`config.mk`:
```
export PLATFORM = sky130hd
export DESIGN_NAME = priority_bitmap_run_queue
export DESIGN_NICKNAME = d
export VERILOG_FILES = /design/src/rtl/pbrq_pkg.sv /design/src/rtl/priority_bitmap_run_queue.sv
export SDC_FILE = /design/constraint.sdc
export NUM_CORES = 1
export LEC_CHECK = 0
export BUFFER_PORTS_ARGS = -buffer_cell sky130_fd_sc_hd__buf_4
export CORE_MARGIN = 4
export CORE_UTILIZATION = 33
export DETAILED_ROUTE_END_ITERATION = 10
export GPL_ROUTABILITY_DRIVEN = 1
export GPL_TIMING_DRIVEN = 0
export MAX_ROUTING_LAYER = met4
export SYNTH_ARGS = -nofsm -noshare
export SYNTH_HDL_FRONTEND = slang
export SYNTH_SLANG_ARGS = --single-unit
```
`constraint.sdc`:
```
create_clock -name clk -period 4.1 [get_ports clk]
set_input_delay 0 -clock clk [delete_from_list [all_inputs] [get_ports clk]]
set_output_delay 0 -clock clk [all_outputs]
set_load 0.02 [all_outputs]
```
`src/rtl/pbrq_pkg.sv`:
```
// Package: constants, request codes, sequencer states and memory entries for the run queue.
package pbrq_pkg;
	localparam int NumLevels = 32;
	localparam int MaxTasks  = 32;
	localparam int LvlW      = 5;
	localparam int TaskW     = 5;

	typedef enum logic [1:0] {
		ACT_ADD     = 2'd0,
		ACT_REQUEUE = 2'd1,
		ACT_REMOVE  = 2'd2,
		ACT_PICK    = 2'd3
	} action_t;

	typedef enum logic [2:0] {
		ST_IDLE,
		ST_PICK,
		ST_LINK_RD,
		ST_LINK_WR,
		ST_UNLINK_T,
		ST_UNLINK_L,
		ST_UNLINK_P,
		ST_UNLINK_N
	} sched_state_t;

	typedef struct packed {
		logic [TaskW-1:0] head;
		logic [TaskW-1:0] tail;
	} level_ent_t;

	typedef struct packed {
		logic [TaskW-1:0] nxt;
		logic [TaskW-1:0] prv;
		logic [LvlW-1:0]  lvl;
	} task_ent_t;
endpackage

```
`src/rtl/priority_bitmap_run_queue.sv`:
```
// Top level: bitmap priority run queue with per-level linked FIFO lists.
//
// Usage:
//   Input channel (in_valid/in_ready) carries one request per beat: action,
//   task_id, priority_req, quantum_left. Output channel (out_valid/out_ready)
//   returns one result beat per request: chosen_task, found and status.
//   Head/tail pointers sit in a level memory and next/prev/level in a task
//   memory, both with a registered read port; the level bitmap and the
//   queued flags are registers. Requests run one at a time through a small
//   sequencer. Rejects, an empty pick and an add into an empty level are
//   answered from IDLE; a pick that finds a task passes PICK, an add into a
//   busy level LINK_RD and LINK_WR, removing a list's head or tail UNLINK_T
//   and UNLINK_L, removing a middle task also UNLINK_P and UNLINK_N, as the
//   memory reads and write-backs need. The next request is taken at the edge
//   that takes the result.
//   Reset clears the bitmap, the queued flags and the output valid; memory
//   entries are always written before they are read, so they need no clearing.
//   When the receiver stalls, the result holds and in_ready stays low.
module priority_bitmap_run_queue (
	input  logic       clk,
	input  logic       arst_n,
	input  logic       in_valid,
	output logic       in_ready,
	input  logic [1:0] action,
	input  logic [4:0] task_id,
	input  logic [4:0] priority_req,
	input  logic [7:0] quantum_left,
	output logic       out_valid,
	input  logic       out_ready,
	output logic [4:0] chosen_task,
	output logic       found,
	output logic       status
);
	pbrq_pkg::sched_state_t state_q, state_d;
	logic [pbrq_pkg::NumLevels-1:0] bitmap_q, bitmap_d;
	logic [pbrq_pkg::MaxTasks-1:0]  queued_q, queued_d;

	pbrq_pkg::level_ent_t level_mem [pbrq_pkg::NumLevels];
	pbrq_pkg::task_ent_t  task_mem  [pbrq_pkg::MaxTasks];
	pbrq_pkg::level_ent_t lvl_rd_q, lvl_wdata;
	pbrq_pkg::task_ent_t  task_rd_q, task_wdata;
	logic                       lvl_we, task_we;
	logic [pbrq_pkg::LvlW-1:0]  lvl_raddr, lvl_waddr;
	logic [pbrq_pkg::TaskW-1:0] task_raddr, task_waddr;

	logic [pbrq_pkg::TaskW-1:0] req_tid_q;
	logic [pbrq_pkg::LvlW-1:0]  req_lvl_q;
	logic                       req_head_q;
	logic [pbrq_pkg::TaskW-1:0] nb_q, un_next_q, un_prev_q;
	logic [pbrq_pkg::LvlW-1:0]  ulvl_q;

	pbrq_pkg::action_t          act_in;
	logic                       fire;
	logic                       pick_hit;
	logic [pbrq_pkg::LvlW-1:0]  pick_lvl;
	logic                       lvl_busy;
	logic                       un_is_head, un_is_tail;
	logic                       res_load;
	logic [pbrq_pkg::TaskW-1:0] res_chosen;
	logic                       res_found, res_status;

	assign act_in     = pbrq_pkg::action_t'(action);
	assign in_ready   = (state_q == pbrq_pkg::ST_IDLE) && (!out_valid || out_ready);
	assign fire       = in_valid && in_ready;
	assign lvl_busy   = bitmap_q[priority_req];
	assign un_is_head = lvl_rd_q.head == req_tid_q;
	assign un_is_tail = lvl_rd_q.tail == req_tid_q;

	// Find the highest non-empty level
	always_comb begin
		pick_hit = 1'b0;
		pick_lvl = '0;
		for (int l = 0; l < pbrq_pkg::NumLevels; l++) begin
			if (bitmap_q[l]) begin
				pick_hit = 1'b1;
				pick_lvl = pbrq_pkg::LvlW'(l);
			end
		end
	end

	// Next state of the request sequencer
	always_comb begin
		state_d = state_q;
		case (state_q)
			pbrq_pkg::ST_IDLE: begin
				if (fire) begin
					case (act_in)
						pbrq_pkg::ACT_PICK: begin
							if (pick_hit) state_d = pbrq_pkg::ST_PICK;
						end
						pbrq_pkg::ACT_REMOVE: begin
							if (queued_q[task_id]) state_d = pbrq_pkg::ST_UNLINK_T;
						end
						default: begin
							if (!queued_q[task_id] && lvl_busy) state_d = pbrq_pkg::ST_LINK_RD;
						end
					endcase
				end
			end
			pbrq_pkg::ST_PICK:     state_d = pbrq_pkg::ST_IDLE;
			pbrq_pkg::ST_LINK_RD:  state_d = pbrq_pkg::ST_LINK_WR;
			pbrq_pkg::ST_LINK_WR:  state_d = pbrq_pkg::ST_IDLE;
			pbrq_pkg::ST_UNLINK_T: state_d = pbrq_pkg::ST_UNLINK_L;
			pbrq_pkg::ST_UNLINK_L: begin
				if (un_is_head || un_is_tail) state_d = pbrq_pkg::ST_IDLE;
				else state_d = pbrq_pkg::ST_UNLINK_P;
			end
			pbrq_pkg::ST_UNLINK_P: state_d = pbrq_pkg::ST_UNLINK_N;
			pbrq_pkg::ST_UNLINK_N: state_d = pbrq_pkg::ST_IDLE;
			default:               state_d = pbrq_pkg::ST_IDLE;
		endcase
	end

	// Memory accesses, flag updates and result for the current step
	always_comb begin
		lvl_raddr  = priority_req;
		task_raddr = task_id;
		lvl_we     = 1'b0;
		lvl_waddr  = '0;
		lvl_wdata  = '0;
		task_we    = 1'b0;
		task_waddr = '0;
		task_wdata = '0;
		bitmap_d   = bitmap_q;
		queued_d   = queued_q;
		res_load   = 1'b0;
		res_chosen = '0;
		res_found  = 1'b0;
		res_status = 1'b0;
		case (state_q)
			pbrq_pkg::ST_IDLE: begin
				if (act_in == pbrq_pkg::ACT_PICK) lvl_raddr = pick_lvl;
				if (fire) begin
					case (act_in)
						pbrq_pkg::ACT_PICK: begin
							if (!pick_hit) res_load = 1'b1;
						end
						pbrq_pkg::ACT_REMOVE: begin
							if (queued_q[task_id]) begin
								queued_d[task_id] = 1'b0;
							end else begin
								res_load   = 1'b1;
								res_status = 1'b1;
							end
						end
						default: begin
							if (queued_q[task_id]) begin
								res_load   = 1'b1;
								res_status = 1'b1;
							end else begin
								queued_d[task_id]      = 1'b1;
								bitmap_d[priority_req] = 1'b1;
								// Empty level: the task becomes head and tail at once
								if (!lvl_busy) begin
									lvl_we         = 1'b1;
									lvl_waddr      = priority_req;
									lvl_wdata.head = task_id;
									lvl_wdata.tail = task_id;
									task_we        = 1'b1;
									task_waddr     = task_id;
									task_wdata.lvl = priority_req;
									res_load       = 1'b1;
								end
							end
						end
					endcase
				end
			end
			pbrq_pkg::ST_PICK: begin
				res_load   = 1'b1;
				res_chosen = lvl_rd_q.head;
				res_found  = 1'b1;
			end
			// Busy level: move the end pointer, write the new entry, fetch the neighbor
			pbrq_pkg::ST_LINK_RD: begin
				task_raddr     = req_head_q ? lvl_rd_q.head : lvl_rd_q.tail;
				lvl_we         = 1'b1;
				lvl_waddr      = req_lvl_q;
				lvl_wdata      = lvl_rd_q;
				task_we        = 1'b1;
				task_waddr     = req_tid_q;
				task_wdata.lvl = req_lvl_q;
				if (req_head_q) begin
					lvl_wdata.head = req_tid_q;
					task_wdata.nxt = lvl_rd_q.head;
				end else begin
					lvl_wdata.tail = req_tid_q;
					task_wdata.prv = lvl_rd_q.tail;
				end
			end
			// Point the neighbor back at the new task
			pbrq_pkg::ST_LINK_WR: begin
				task_we    = 1'b1;
				task_waddr = nb_q;
				task_wdata = task_rd_q;
				if (req_head_q) task_wdata.prv = req_tid_q;
				else task_wdata.nxt = req_tid_q;
				res_load   = 1'b1;
			end
			pbrq_pkg::ST_UNLINK_T: begin
				lvl_raddr = task_rd_q.lvl;
			end
			// Drop the level bit, move an end pointer, or fetch the predecessor
			pbrq_pkg::ST_UNLINK_L: begin
				task_raddr = un_prev_q;
				if (un_is_head && un_is_tail) begin
					bitmap_d[ulvl_q] = 1'b0;
					res_load         = 1'b1;
				end else if (un_is_head) begin
					lvl_we         = 1'b1;
					lvl_waddr      = ulvl_q;
					lvl_wdata      = lvl_rd_q;
					lvl_wdata.head = un_next_q;
					res_load       = 1'b1;
				end else if (un_is_tail) begin
					lvl_we         = 1'b1;
					lvl_waddr      = ulvl_q;
					lvl_wdata      = lvl_rd_q;
					lvl_wdata.tail = un_prev_q;
					res_load       = 1'b1;
				end
			end
			pbrq_pkg::ST_UNLINK_P: begin
				task_raddr     = un_next_q;
				task_we        = 1'b1;
				task_waddr     = un_prev_q;
				task_wdata     = task_rd_q;
				task_wdata.nxt = un_next_q;
			end
			pbrq_pkg::ST_UNLINK_N: begin
				task_we        = 1'b1;
				task_waddr     = un_next_q;
				task_wdata     = task_rd_q;
				task_wdata.prv = un_prev_q;
				res_load       = 1'b1;
			end
			default: ;
		endcase
	end

	// Sequencer state, flags and the request being worked on
	always_ff @(posedge clk or negedge arst_n) begin
		if (!arst_n) begin
			state_q    <= pbrq_pkg::ST_IDLE;
			bitmap_q   <= '0;
			queued_q   <= '0;
			req_tid_q  <= '0;
			req_lvl_q  <= '0;
			req_head_q <= 1'b0;
			nb_q       <= '0;
			un_next_q  <= '0;
			un_prev_q  <= '0;
			ulvl_q     <= '0;
		end else begin
			state_q  <= state_d;
			bitmap_q <= bitmap_d;
			queued_q <= queued_d;
			if (fire) begin
				req_tid_q  <= task_id;
				req_lvl_q  <= priority_req;
				req_head_q <= (act_in == pbrq_pkg::ACT_REQUEUE) && (quantum_left != 8'd0);
			end
			if (state_q == pbrq_pkg::ST_LINK_RD) nb_q <= task_raddr;
			if (state_q == pbrq_pkg::ST_UNLINK_T) begin
				un_next_q <= task_rd_q.nxt;
				un_prev_q <= task_rd_q.prv;
				ulvl_q    <= task_rd_q.lvl;
			end
		end
	end

	// Result register: load on completion, hold while the receiver stalls
	always_ff @(posedge clk or negedge arst_n) begin
		if (!arst_n) begin
			out_valid   <= 1'b0;
			chosen_task <= '0;
			found       <= 1'b0;
			status      <= 1'b0;
		end else if (res_load) begin
			out_valid   <= 1'b1;
			chosen_task <= res_chosen;
			found       <= res_found;
			status      <= res_status;
		end else if (out_ready) begin
			out_valid   <= 1'b0;
		end
	end

	// Level memory: head and tail per level
	always_ff @(posedge clk) begin
		if (lvl_we) level_mem[lvl_waddr] <= lvl_wdata;
		lvl_rd_q <= level_mem[lvl_raddr];
	end

	// Task memory: next, prev and level per task
	always_ff @(posedge clk) begin
		if (task_we) task_mem[task_waddr] <= task_wdata;
		task_rd_q <= task_mem[task_raddr];
	end
endmodule
```
==> results of run 1 <==
worst paths after layout:
path,slack (ns),cells after the start,startpoint,end
setup / recovery,0.01,11,state_q[0],task_rd_q[14]
hold / removal,0.07,3,task_id[1],req_tid_q[1]
setup reg to reg,0.01,11,state_q[0],task_rd_q[14]
hold reg to reg,0.46,2,task_rd_q[6],un_prev_q[1]
max in group asynchronous,3.31,4,arst_n,un_next_q[2]
min in group asynchronous,0.45,4,arst_n,bitmap_q[0]
what timing repair did:
action,4_1_cts,5_1_grt
hold buffers,15,1
pin swaps,21,12
setup buffers,23,11
setup endpoints to repair,876,711
resized for setup,143,53
hold endpoints to repair,158,4
Yosys cell counts, drive strengths merged (3+ instances only):
cell type	number	share of area [%]
a211oi	219	4.2
a21oi	48	0.62
a222oi	3	0.077
a22o	8	0.18
a22oi	27	0.52
a311oi	61	1.4
a31oi	107	1.7
a32o	4	0.10
a32oi	6	0.13
and2	163	2.6
and3	5	0.080
buf	70	1.0
clkbuf	127	1.2
dfrtp	106	6.8
dfxtp	25	1.3
edfxtp	800	61
ha	4	0.13
inv	21	0.20
mux2	9	0.26
mux2i	119	3.0
mux4	21	1.2
nand2	468	4.5
nand2b	15	0.24
nand3	40	0.52
nand3b	13	0.25
nand4	6	0.096
nor2	178	1.7
nor2b	17	0.29
nor3	16	0.23
nor3b	3	0.058
nor4	34	0.54
o21a	6	0.12
o21ai	88	1.1
o221ai	12	0.27
o22a	5	0.11
o22ai	37	0.59
o31ai	4	0.077
or3	6	0.096
or3b	6	0.13
or4	3	0.058
xnor2	5	0.11
xor2	5	0.11
routing by layer:
layer	up-vias	GRT usage [%]	part of all wire (%)
met2	988	26.9	46
met1	12800	23.9	43
li1	11600	-	-
met5	-	-	0
met3	232	3.00	7.0
met4	0	6.68	4.0
metrics by stage:
| step | utilization (%) | setup TNS [ns] | power, mW |
|---|---|---|---|
| floorplan | - | 0 | 20.8 |
| global placement | 35.0 | -1058.26 | 26.6 |
| detailed placement | 35.6 | -519.26 | 27.1 |
| CTS | 39.2 | -6.44 | 36.2 |
| global route | 39.4 | -0.0371 | 37.9 |
| finish | 39.4 | 0 | 36.4 |
cells by family (layout without fill, tap and decap cells):
group | count (synthesis) | count (layout) | synth area share [%]
adder cells (fa/ha/maj) | 4 | 4 | 0.128
buffers and inverters | 218 | 481 | 2.42
AND/OR/NAND/NOR | 978 | 978 | 11.5
AO/OA/AOI/OAI | 654 | 654 | 11.7
multiplexers | 149 | 149 | 4.52
XOR/XNOR | 10 | 10 | 0.224
other | 0 | 1 | 0
flip-flops | 931 | 931 | 69.5
state kept, by name, summed over array words and instances (netlist names), named ones only:
signal and cells:
bitmap_q 32, chosen_task 5, found 1, level_mem 320
lvl_rd_q 10, nb_q 5, out_valid 1, req_head_q 1
req_lvl_q 5, req_tid_q 5, state_q 3, status 1
task_mem 480, task_rd_q 15, ulvl_q 5, un_next_q 5
un_prev_q 5
power breakdown:
group	internal (mW)	switching [mW]	total, mW
logic	4.29	10.6	14.9
clock network	5.06	3.70	8.76
registers	12.1	0.601	12.7
area by class of cell:
class / count / area (um2) / share of cell area, %
buffer: 191 / 885 / 1.90
clock buffer: 116 / 2490 / 5.37
antenna: 1 / 2.50 / 0.00539
multi-input combinational: 1795 / 11800 / 25.4
inverter: 21 / 78.8 / 0.170
timing repair buffer: 96 / 1410 / 3.04
clock inverter: 57 / 659 / 1.42
sequential: 931 / 27200 / 58.5
tap: 1536 / 1920 / 4.14
tightest hold or removal path: cells and delay by family:
family                 cells  cell delay (ns)
muxes                      1             0.27
buffers and inverters      2             0.40
==> impl_metrics.py, run 1 <==
metrics = {
    "placement": {
        "io_buffer_count": 26,
        "place_congestion": 0.934,
        "dp_hpwl_mm": 73.5,
        "dpl-instance-area_mm2": 0.0419,
        "pre_cts_ws_ns": -1.16,
        "place_inst": 4526,
    },
    "layout": {
        "num-nets-final": 3156,
        "syn_to_final_growth_pct": 18.8,
        "fillCellCount": 10900,
        "final_cell_mix": "edfxtp_1 (800), nand2_1 (454), a211oi_1 (219)",
        "final_common_cell": "edfxtp_1",
        "stdcell_count": 4744,
        "drive_gt1_share_pct": 14.6,
        "finalInstanceArea_mm2": 0.0465,
    },
    "worst_setup_path": {
        "worstPathRequired_ns": 4.60,
        "crit_fanout": 10,
        "cp_slowest_cell": "nor4_1",
        "critPathKind": "flip-flop to flip-flop",
        "worst_path_dominant_cell_family": "compound AO/OA/AOI/OAI gates",
        "cp_cell_sequence": "nor2b_2 -> nand2_1 -> o22ai_1 -> o2bb2ai_2 -> buf_4 -> buf_2 -> buf_2 -> nand2_1 -> a311oi_1 -> a211oi_1 -> nor4_1",
        "cp-start-kind": "flip-flop",
        "slowest_delay_ns": 0.54,
        "cp.buffers_inverters": 3,
        "end_kind": "flip-flop",
        "crit_arrival_ns": 4.59,
    },
    "route": {
        "routedWlPerCell_um": 23.2,
        "drt-pass1-iter-count": 5,
        "vias": 25600,
        "route.detailed.drc": 0,
        "drt-total-wl_mm": 110,
        "drtAntennaViolNets": 0,
        "dr.first_iter.drc_count": 2682,
        "vias_per_cell": 5.40,
    },
    "clocking": {
        "cts.clk_slew.worst_paths_ns": 0.06,
        "cts_tree": "done",
        "htree_levels": 3,
        "root_buffer": "clkbuf_16",
        "numCtsBuffers": 92,
        "clock_sinks": 931,
        "clockBufferDepth": 3,
        "clk_latency_ns": 0.66,
    },
    "global_route": {
        "grt_usage_pct": 17.7,
        "grt_max_degree": 71,
        "grt.overflow.total": 0,
        "grt_pass1_wl_mm": 162,
        "antenna_found_initial": 3,
        "grt_pass1_vias": 24700,
    },
    "timing": {
        "relSlewSlack_pct": 0.695,
        "layout_min_cycle_time_ns": 4.09,
        "worst_pin_slew_ns": 1.49,
        "hold_viol_final": 0,
        "max_freq_ghz": 0.245,
        "fin_skew_ns": 0.0266,
        "fin_ws_ns": 0.0141,
        "timing.final.crit_share_pct": 99.7,
        "setup_viol": 0,
        "slew_violations": 0,
        "whs_ns": 0.0667,
    },
    "synth": {
        "ys_types": 73,
        "ys_async_sr_fraction_pct": 11.4,
        "syn_area_mm2": 0.0391,
        "synth_nets": 2972,
        "ys_ff_latch": 931,
        "syn_area_per_cell_um2": 13.3,
        "synth-edff-count": 800,
        "ys_warn_count": 0,
        "yosysSeqAreaShare_pct": 69.5,
        "netlist_instances": 2944,
        "synthFlopType": "edfxtp_1",
    },
    "min_path": {
        "worstHoldPathType": "primary input to flip-flop",
    },
    "outcome": {
        "status": "finished with violations",
        "violations": "capacitance limit",
    },
    "floorplan": {
        "core_area_mm2": 0.118,
        "die_area_mm2": 0.124,
        "start_util_pct": 33.2,
        "die_h_um": 352,
        "die_w_um": 352,
        "rows": 126,
        "io_pins": 33,
    },
    "pwr": {
        "p_leak_nw": 15.5,
        "vdd_drop_max_mv": 0.446,
        "powerDensity_mw_per_mm2": 783,
    },
    "job": {
        "drv_cap": 1,
    },
}
Power figures use the tool's default switching activity.
==> inputs of run 2 (changes only) <==
Clock period 4.1 ns to 3.95 ns, I/O delays scaled along.
==> run 2 against run 1 <==
Effect of this change: the run still ends with capacitance limit left; first-iteration DRC count up 13%; worst hold slack about the same; design area up 1.1%; combinational power up 5%; critical path type unchanged; largest cell class unchanged.
==> impl_metrics.py, run 2 (same netlist as run 1, synthesis figures left out) <==
metrics = {
    "outcome": {
        "status": "finished with violations",
        "violations": "capacitance limit",
    },
    "layout": {
        "final_common_cell": "edfxtp_1",
        "final_cell_mix": "edfxtp_1 (800), nand2_1 (453), a211oi_1 (214)",
        "drive_gt1_share_pct": 16.2,
        "seqCellArea_mm2": 0.0272,
        "reg_top3": "task_mem: 480 flops, level_mem: 320 flops, bitmap_q: 32 flops",
        "top_register": "task_mem",
        "syn_to_final_growth_pct": 20.1,
        "largest_reg_flops": 480,
        "num-nets-final": 3177,
        "stdcell_count": 4766,
        "fillCellCount": 10800,
        "postLayoutCoreUtil_pct": 39.9,
        "multi_input_area_mm2": 0.0119,
    },
    "route": {
        "drtAntennaViolNets": 0,
        "drt-total-wl_mm": 111,
        "vias_per_cell": 5.42,
        "vias": 25800,
        "dr.first_iter.drc_count": 3021,
        "drt-pass1-iter-count": 5,
        "routedWlPerCell_um": 23.2,
        "route.detailed.drc": 0,
    },
    "clocking": {
        "clock_sinks": 931,
        "cts_tree": "done",
        "clk_latency_ns": 0.66,
        "numCtsBuffers": 92,
        "cts.clk_slew.worst_paths_ns": 0.06,
        "htree_levels": 3,
        "clockBufferDepth": 3,
        "root_buffer": "clkbuf_16",
    },
    "worst_setup_path": {
        "cp-start-kind": "flip-flop",
        "r2r_start": "state_q[0]",
        "critPathLaunch": "state_q[0]",
        "worstPathRequired_ns": 4.45,
        "end_kind": "flip-flop",
        "crit_arrival_ns": 4.40,
        "crit_fanout": 10,
        "critPathKind": "flip-flop to flip-flop",
    },
    "timing": {
        "layout_min_cycle_time_ns": 3.90,
        "setup_viol": 0,
        "max_freq_ghz": 0.256,
        "relSlewSlack_pct": 0.133,
        "timing.final.crit_share_pct": 98.7,
        "tns_ns": 0,
        "slew_violations": 0,
        "fin_ws_ns": 0.0505,
        "rsz0062_at_grt": "false",
        "whs_ns": 0.0671,
        "worst_pin_slew_ns": 1.50,
        "fin_skew_ns": 0.0277,
        "hold_viol_final": 0,
    },
    "global_route": {
        "grt.met3_usage_pct": 2.46,
        "grt_max_degree": 71,
        "grt.overflow.total": 0,
        "grt_pass1_vias": 24900,
        "busiest_layer": "met2",
        "grt_pass1_wl_mm": 164,
        "antenna_found_initial": 1,
        "use_met2_pct": 27.4,
        "grt_usage_pct": 17.8,
        "met1_usage_pct": 24.4,
    },
    "floorplan": {
        "die_area_mm2": 0.124,
        "core_area_mm2": 0.118,
        "start_util_pct": 33.2,
        "die_w_um": 352,
        "rows": 126,
        "die_h_um": 352,
        "io_pins": 33,
    },
    "pwr": {
        "p_int_mw": 22.4,
        "power.switching_mw": 15.6,
        "switching_share_pct": 41.0,
        "p_clk_share_pct": 23.9,
        "p_seq_share_pct": 34.7,
        "vdd_drop_max_mv": 0.461,
        "p_leak_nw": 15.7,
        "power_frac_comb_pct": 41.4,
        "powerDensity_mw_per_mm2": 809,
    },
    "placement": {
        "dp_hpwl_mm": 73.5,
        "place_congestion": 0.934,
        "place_inst": 4526,
        "io_buffer_count": 26,
        "pre_cts_ws_ns": -1.31,
    },
    "min_path": {
        "worstHoldPathType": "primary input to flip-flop",
        "hp-start": "task_id[1]",
    },
    "job": {
        "drv_cap": 1,
    },
}
[run 2: per-stage QoR]
step           power [mW]  area (um2)
5_1_grt              39.6       47000
4_1_cts              37.7       46800
3_3_place_gp         27.6       41200
2_1_floorplan        21.6       39100
3_5_place_dp         28.1       41900
6_report             38.0       47000
[run 2: timing repair]
| action | 4_1_cts | 5_1_grt |
|---|---|---|
| endpoints found under the hold margin | 159 | 0 |
| hold buffers | 16 | 0 |
| gates resized for setup | 178 | 59 |
| endpoints found under the setup margin | 1044 | 511 |
| buffers inserted | 52 | 4 |
| pin swaps | 44 | 6 |
| cloned | 0 | 0 |
[run 2: final cells by class]
cell class                 count  area share, %
antenna                        2         0.0107
clock buffer                 116           5.31
clock inverter                57           1.40
tap                         1536           4.09
sequential                   931           57.9
buffer                       190           1.92
inverter                      21          0.176
timing repair buffer         118           3.75
multi-input combinational   1795           25.4
[run 2: critical path, cell delays in order, from the launching register on]
cell      delay, ns
dfrtp_1        0.52
nand2b_1       0.24
clkbuf_2       0.33
a21oi_1        0.06
o21ai_0        0.23
o21a_1         0.15
buf_2          0.21
clkbuf_2       0.42
buf_1          0.45
a311oi_1       0.21
a211oi_1       0.73
nor4_1         0.17
[run 2: final timing paths]
path / to / slack, ns / cells after the start
min in group asynchronous: bitmap_q[6] / 0.45 / 4
hold reg to reg: un_prev_q[1] / 0.46 / 2
max in group asynchronous: un_next_q[2] / 3.16 / 4
setup / recovery: task_rd_q[8] / 0.05 / 11
setup reg to reg: task_rd_q[8] / 0.05 / 11
hold / removal: req_tid_q[1] / 0.07 / 3
[run 2: metal layers]
layer  share of wire (%)  vias up
met5                   0        -
met4                 3.8        0
met3                 6.7      220
met2                  46      986
met1                  43    12900
li1                    -    11700
[run 2: power by group through the flow]
stage,combinational (mW),clock [mW],sequential (mW)
final,15.7,9.09,13.2
after global routing,16.7,9.65,13.2
after global placement,14.1,0,13.4
after CTS,15.4,9.23,13.1
after detailed placement,14.8,0,13.3
after floorplan,8.54,0,13.1
